### src/tsp_pkg.sv
// tsp_pkg: shared types, sizes and the note step ROM of the tracker sample player.
// Used by tsp_divider, tracker_sample_player, tsp_checker, tsp_scoreboard and tb_top.
`default_nettype none
package tsp_pkg;

   localparam int PATTERN_COUNT    = 16;
   localparam int ROWS_PER_PATTERN = 64;
   localparam int ARRANGE_DEPTH    = 64;
   localparam int INSTRUMENT_COUNT = 15;
   localparam int SAMPLE_DEPTH     = 8192;
   localparam int CHANNELS         = 4;

   localparam int PAT_W    = 4;
   localparam int ROW_W    = 6;
   localparam int CH_W     = 2;
   localparam int NOTE_W   = 7;
   localparam int INST_W   = 4;
   localparam int SLOT_W   = 6;
   localparam int ADDR_W   = 13;
   localparam int SAMP_W   = 16;
   localparam int LEN_W    = 14;
   localparam int CELL_W   = NOTE_W + INST_W;
   localparam int CNT_W    = 32;
   localparam int STEP_W   = 24;
   localparam int DIV_W    = 24;
   localparam int SPC_W    = 16;
   localparam int ALEN_W   = 7;
   localparam int PROD_W   = CNT_W + STEP_W;
   localparam int HALF_W   = CNT_W / 2;
   localparam int PART_W   = HALF_W + STEP_W;
   localparam int POS_BITS = ADDR_W;
   localparam int ITER_W   = $clog2(POS_BITS + 1);
   localparam int SUM_W    = 18;
   localparam int ACC_W    = 20;
   localparam int CELL_TOTAL   = PATTERN_COUNT * ROWS_PER_PATTERN * CHANNELS;
   localparam int SAMPLE_TOTAL = INSTRUMENT_COUNT * SAMPLE_DEPTH;
   localparam int CELL_AW      = PAT_W + ROW_W + CH_W;
   localparam int SAMP_AW      = INST_W + ADDR_W;
   localparam int CSR_IDX_W    = 2;
   localparam int CSR_DATA_W   = 24;

   localparam logic signed [ACC_W-1:0] SUM_MAX = ACC_W'(131071);
   localparam logic signed [ACC_W-1:0] SUM_MIN = -ACC_W'(131072);

   typedef enum logic [2:0] {
      MODE_TICK   = 3'd0,
      MODE_PLAY   = 3'd1,
      MODE_STOP   = 3'd2,
      MODE_CELL   = 3'd3,
      MODE_ARR    = 3'd4,
      MODE_SAMPLE = 3'd5,
      MODE_LENGTH = 3'd6
   } mode_type;

   typedef enum logic [CSR_IDX_W-1:0] {
      CSR_SAMPLES_PER_CELL = 2'd0,
      CSR_PITCH_DIVISOR    = 2'd1,
      CSR_ARRANGE_LENGTH   = 2'd2
   } csr_index_type;

   typedef enum logic [3:0] {
      ST_IDLE, ST_ARR, ST_CELL, ST_DECIDE, ST_MUL_LO, ST_MUL_HI, ST_PROD,
      ST_RANGE, ST_DIVIDE, ST_SREAD, ST_ACCUM, ST_TIMING, ST_FINISH
   } state_type;

   typedef logic [STEP_W-1:0] step_table_type [128];

   // note step: 2^20-scaled octave mantissa shifted down per octave, zero below note 12
   function automatic step_table_type build_steps();
      int unsigned base [12];
      step_table_type t;
      int oct;
      base = '{8572947, 9082720, 9622807, 10195009, 10801236, 11443511,
               12123977, 12844906, 13608704, 14417920, 15275254, 16183568};
      for (int n = 0; n < 128; n++) begin
         if (n < 12) begin
            t[n] = '0;
         end else begin
            oct  = n / 12;
            t[n] = STEP_W'(base[n % 12] >> (10 - oct));
         end
      end
      return t;
   endfunction

   localparam step_table_type NOTE_STEP = build_steps();

endpackage
`default_nettype wire

### src/tsp_divider.sv
// tsp_divider: restoring divider, one quotient bit per cycle, POS_BITS bits.
// Caller guarantees the upper dividend part is below the divisor. Uses tsp_pkg.
`default_nettype none
module tsp_divider import tsp_pkg::*; (
   input  wire logic                clock,
   input  wire logic                reset,
   input  wire logic                start,
   input  wire logic [DIV_W-1:0]    num_hi,
   input  wire logic [POS_BITS-1:0] num_lo,
   input  wire logic [DIV_W-1:0]    divisor,
   output logic                     done,
   output logic [POS_BITS-1:0]      quotient
);

   logic [DIV_W-1:0]    rem_ff, rem_in;
   logic [POS_BITS-1:0] low_ff, low_in;
   logic [POS_BITS-1:0] q_ff, q_in;
   logic [ITER_W-1:0]   iter_ff, iter_in;
   logic                busy_ff, busy_in;
   logic                done_ff, done_in;
   logic [DIV_W:0]      trial;
   logic                fits;

   always_comb begin
      trial   = {rem_ff, low_ff[POS_BITS-1]};
      fits    = trial >= {1'b0, divisor};
      rem_in  = rem_ff;
      low_in  = low_ff;
      q_in    = q_ff;
      iter_in = iter_ff;
      busy_in = busy_ff;
      done_in = 1'b0;
      if (start) begin
         rem_in  = num_hi;
         low_in  = num_lo;
         iter_in = ITER_W'(POS_BITS);
         busy_in = 1'b1;
      end else if (busy_ff) begin
         rem_in  = fits ? DIV_W'(trial - {1'b0, divisor}) : trial[DIV_W-1:0];
         low_in  = {low_ff[POS_BITS-2:0], 1'b0};
         q_in    = {q_ff[POS_BITS-2:0], fits};
         iter_in = iter_ff - 1'b1;
         if (iter_ff == ITER_W'(1)) begin
            busy_in = 1'b0;
            done_in = 1'b1;
         end
      end
   end

   always_ff @(posedge clock) begin
      rem_ff  <= rem_in;
      low_ff  <= low_in;
      q_ff    <= q_in;
      iter_ff <= iter_in;
      if (reset) begin
         busy_ff <= 1'b0;
         done_ff <= 1'b0;
      end else begin
         busy_ff <= busy_in;
         done_ff <= done_in;
      end
   end

   assign done     = done_ff;
   assign quotient = q_ff;

endmodule
`default_nettype wire

### config.mk
export PLATFORM = sky130hd
export DESIGN_NAME = tsp_divider
export DESIGN_NICKNAME = d
export VERILOG_FILES = /design/src/tsp_pkg.sv /design/src/tsp_divider.sv
export SDC_FILE = /design/constraint.sdc
export NUM_CORES = 1
export LEC_CHECK = 0
export BUFFER_PORTS_ARGS = -buffer_cell sky130_fd_sc_hd__buf_2
export CAP_MARGIN = 20
export CORE_MARGIN = 8
export CORE_UTILIZATION = 39
export DETAILED_ROUTE_END_ITERATION = 8
export SETUP_SLACK_MARGIN = 0.02
export SYNTH_ARGS = -nofsm -noshare
export SYNTH_HDL_FRONTEND = slang
export SYNTH_SLANG_ARGS = --single-unit
### constraint.sdc
create_clock -name clock -period 3.4 [get_ports clock]
set_input_delay 0.51 -clock clock [delete_from_list [all_inputs] [get_ports clock]]
set_output_delay 0.51 -clock clock [all_outputs]
set_load 0.03 [all_outputs]
# [Yosys cells after proc, flatten, opt, wreduce, memory -nomap -nowiden]
# Index checks and enable logic that the tools add are counted.
# Widths: inputs -> output; s select.
[totals] ff_bits=56 latch_bits=0 mem_bits_rw=0 rom_bits=0 input_bits=64 word_cells=24 n_memories=0
[op_classes] addsub=2 multipliers=0 div_mod_pow=0 magnitude_cmp=1 n_eq_ne=1 shifts=0 n_mux=9 n_bitwise=2 reduce_logical=3
[ops] operator="$mux 24" n=3
[ops] operator="$mux 13" n=2
[ops] operator="$ge 25x24->1" n=1
[ops] operator="$sub 24x24->24" n=1
[ops] operator="$eq 4x1->1 const B" n=1
[ops] operator="$mux 1" n=4
[ops] operator="$sub 4x1->4 const B" n=1
[ops] operator="$reduce_or 3->1" n=1
[ops] operator="$not 1->1" n=2
[ops] operator="$reduce_and 2->1" n=1
[ops] operator="$reduce_bool 2->1" n=1

# [Depth between registers and ports, before layout]
[logic_depth] word_depth=4 ltp_mapped=13 depth_no_buf=12

# [Worst setup path after synthesis]
# OpenSTA, ideal clock, no wires.
[synth_path] kind="in2reg" startpoint="input port divisor[1]" endpoint="register rem_ff[10], data pin" setup_time_ps=260 t_arrival_ps=3142 slack_ps=-1 path_stages=12 n_path_buf=1 cell_sequence="inv_1 > ha_1 > nor2b_1 > o31a_1 > o41ai_4 > o21ai_2 > a21o_1 > a311oi_4 > inv_4 > buf_6 > mux2_4 > mux2_2"
[synth_between] elab_chain_cells=4
[synth_lines] item="from (decl)" line="tsp_divider.sv:10" rtl="input wire logic [DIV_W-1:0] divisor,"
[synth_lines] item="$sub 24x24->24 or $ge 25x24->1 (tied branches)" line="tsp_divider.sv:39, tsp_divider.sv:26"
[synth_lines] item="$mux 24 *" line="tsp_divider.sv:39" rtl="rem_in = fits ? DIV_W'(trial - {1'b0, divisor}) : trial[DIV_W-1:0];"
[synth_lines] item="$mux 24 *" line="tsp_divider.sv:38" rtl="end else if (busy_ff) begin"
[synth_lines] item="$mux 24 *" line="tsp_divider.sv:33" rtl="if (start) begin"
[synth_lines] item="named net rem_in[10]" line="tsp_divider.sv:15" rtl="logic [DIV_W-1:0] rem_ff, rem_in;"
[synth_lines] item="to (signal assigned)" line="tsp_divider.sv:51" rtl="rem_ff <= rem_in;"
[synth_lines] item="to (decl)" line="tsp_divider.sv:15"
# The timed path passes the listed nets; every way through them passes the cells marked *. The select of a mux whose other input is x is not followed.
# A chain may end at the register's enable or synchronous reset.

# [Worst setup path after layout]
[layout_path] startpoint="register rem_ff[0]" endpoint="register rem_ff[3], data pin"
[layout_between] elab_chain_cells=4
[layout_lines] item="$sub 24x24->24 or $ge 25x24->1 (tied branches)" line="tsp_divider.sv:39, tsp_divider.sv:26"
[layout_lines] item="$mux 24 *" line="tsp_divider.sv:39"
[layout_lines] item="$mux 24 *" line="tsp_divider.sv:38"
[layout_lines] item="$mux 24 *" line="tsp_divider.sv:33"
[layout_lines] item="named net rem_in[3]" line="tsp_divider.sv:15"
# Marks and branches as above.

==> flow_metrics.tcl <==
set metrics [dict create \
    start_util_pct 40.3 \
    drive_above_1_share_pct 31.8 \
    grt_pass1_vias 3163 \
    syn_nets 468 \
    max-vdd-ir-drop_uv 234 \
    synth_edf_count 50 \
    num_antenna_cells 0 \
    place_ws_ns -0.0423 \
    swShare_pct 36.3 \
    clkLatencyLatePin_ns 0.32 \
    placed_area_um2 4540 \
    p_seq_share_pct 34.2 \
    synth_area_per_cell_um2 10.4 \
    cp_num_buf_inv 1 \
    final_max_slew_viol_count 0 \
    vias 3003 \
    clk_path_buf_depth 2 \
    critPathRequiredTime_ns 3.48 \
    r2r_start "rem_ff[0]" \
    chipHeight_um 116 \
    yosysWarnings 0 \
    finalCritPeriodShare_pct 94.9 \
    synth_ff_type "edfxtp_1" \
    max-cap-violations 0 \
    hp-start "reset" \
    rrSetupSlack_ns 0.17 \
    worstMarginPinSlew_ns 0.944 \
    io_buffers 77 \
    cts_tree "done" \
    holdWs_ns 0.350 \
    fill_cells 986 \
    ctsRootBufferMaster "clkbuf_8" \
    rsz0062_at_grt "no" \
    internal_power_mw 1.83 \
    max_freq_ghz 0.310 \
    fp.dieW_um 116 \
    cts_resized 0 \
    wl_per_cell_um 15.4 \
    power_mw 2.88 \
    finalHoldViolCount 0 \
    r2r-end "rem_ff[3]" \
    nNetsFinal 546 \
    hold_buffers 0 \
    rr_worst_depth 10 \
    htreeDepth 2 \
    clock-sinks 56 \
    numCtsBuffers 5 \
    fp-row-count 36 \
    cp-start-kind "flip-flop" \
    drcViolationCount 0 \
    wl_um 9060 \
    combPwrFrac_pct 52.4 \
    cellLeakagePower_nw 2.00 \
    slew_headroom_pct 37.1 \
    critPathCaptureType "flip-flop" \
    async_reset_ff_share_pct 0 \
    yosysUniqueCellTypes 51 \
    clock_skew_ns 0.00897 \
    viasPerCell 5.10 \
    worst_path_largest_cell_delay_ns 0.46 \
    dp_cells 579 \
    grt_usage_pct 13.8 \
    ant_nets 0 \
    p_sw_mw 1.04 \
    worst_ep_arrival_time_ns 3.30 \
    drtPass1Iterations 4 \
    post_synth_inst_count 377 \
    setup_viol 0 \
    clk_pin_slew_ns 0.10 \
    seq_area_frac_synth_pct 41.2 \
    crit_chain "ha_4 > nor2b_4 > o31a_1 > o41ai_4 > o21ai_2 > a21o_1 > a311oi_4 > inv_4 > mux2_1 > mux2_2" \
    ios 78 \
    min_to "busy_ff" \
    synth.cell_area_um2 3940 \
    slowest_stage "edfxtp_1" \
    grt_start_max_net_pins 38 \
    cp_max_fo 17 \
    syn2layout_area_growth_pct 17.8 \
    drt_iter0_drc 116 \
    hp-class "input pin to flip-flop" \
    run_status "completed" \
    grt_overflow 0 \
    min_path_cells 2 \
    criticalPathCategory "flip-flop to flip-flop" \
    grt_pass1_wl_um 15000 \
    cp_num_cells 10 \
    tns_ns 0 \
    core_um2 9770 \
    hpwl_um 6990 \
    stdcell_area_um2 4640 \
    clock_power_share_pct 13.4 \
    setup_ws_ns 0.173 \
    die-area_um2 13600 \
    antenna_found_initial 0 \
    cts_setup_buffers 0 \
    min_period_ns 3.23 \
    gp_congestion 0.817 \
    finish.utilization_pct 47.5 \
    crit_family "compound AO/OA/AOI/OAI gates" \
    synth-seq-cells 56 \
    p_per_area_nw_per_um2 620 \
    instances_no_fill 589 \
]
## Yosys cell counts (3+ instances only)
cell / number / area, um^2
o31ai_1: 3 / 22.5
nor4b_1: 3 / 26.3
o21ai_0: 10 / 50.1
nor2_1: 18 / 67.6
clkbuf_1: 16 / 60.1
o21a_1: 3 / 22.5
a31oi_1: 5 / 31.3
nand4_1: 6 / 37.5
nor3_1: 10 / 50.1
nor3b_1: 3 / 22.5
a21oi_1: 22 / 110
mux2_4: 10 / 150
a21o_1: 10 / 75.1
mux2_2: 26 / 293
nor2b_1: 6 / 37.5
o21bai_1: 3 / 22.5
ha_1: 26 / 325
xor2_1: 6 / 52.6
nand3_1: 9 / 45.0
a221oi_1: 3 / 26.3
nor4_1: 4 / 25.0
and3_1: 3 / 18.8
inv_1: 31 / 116
nand2_1: 20 / 75.1
dfxtp_1: 6 / 120
a211oi_1: 4 / 30.0
xnor2_1: 15 / 131
mux2_1: 3 / 33.8
mux2i_1: 3 / 30.0
or2_2: 3 / 18.8
and2_1: 5 / 31.3
nand2b_1: 6 / 37.5
o21ai_1: 7 / 35.0
edfxtp_1: 50 / 1500
## power by group through the flow
stage,Combinational [mW],Clock (mW),Sequential (mW)
6_report,1.51,0.386,0.984
5_1_grt,1.68,0.423,0.999
4_1_cts,1.51,0.402,0.986
2_1_floorplan,1.19,0,0.985
3_5_place_dp,1.50,0,1.00
3_3_place_gp,1.48,0,0.998
## registers in the layout, indices dropped and copies added (netlist names)
name / cells
quotient: 13
done: 1
iter_ff: 4
rem_ff: 24
low_ff: 13
busy_ff: 1
## per-layer routing
metal  share of wire (%)  up-vias  GRT usage, %
met5                   0        -             0
met4                 1.2        0          3.46
met3                 5.5        9          3.57
met2                  47       63          23.3
met1                  46     1401          17.2
li1                    -     1530             -
## worst max path at each step
stage	slack, ns	startpoint	endpoint
final	0.17	rem_ff[0]	rem_ff[3]
after global routing	0.05	rem_ff[0]	rem_ff[4]
after CTS	0.13	rem_ff[0]	rem_ff[3]
after detailed placement	-0.04	divisor[1]	rem_ff[3]
after global placement	0.01	divisor[1]	rem_ff[4]
after floorplan	0.01	divisor[1]	rem_ff[10]
## layout make-up
cell class	count	area, um^2	area share, %
clock buffer	6	72.6	1.56
clock inverter	2	13.8	0.297
inverter	33	139	2.99
multi-input combinational	269	2140	46.2
sequential	56	1620	35.0
tap	133	166	3.59
timing repair buffer	90	483	10.4
## cell usage in the layout (no fill, tap or decap), types with 7 or more instances in the layout
master / count
nor2_1: 18
buf_2: 77
xnor2_1: 15
buf_4: 13
mux2_4: 12
o21ai_0: 10
a21o_1: 10
a21oi_1: 22
ha_1: 24
nand2_1: 20
edfxtp_1: 50
nand3_1: 9
nor3_1: 10
inv_1: 30
o21ai_1: 7
mux2_2: 25
## cells by family (layout without fill, tap and decap cells)
| kind of cell | count (synthesis) | after routing | synth area share [%] |
|---|---|---|---|
| multiplexers | 42 | 42 | 12.9 |
| adder cells (fa/ha/maj) | 27 | 27 | 8.77 |
| XOR/XNOR | 21 | 21 | 4.67 |
| flip-flops | 56 | 56 | 41.2 |
| AO/OA/AOI/OAI | 80 | 80 | 14.0 |
| buffers and inverters | 52 | 131 | 5.40 |
| AND/OR/NAND/NOR | 99 | 99 | 13.2 |
(Power assumes the default switching activity.)
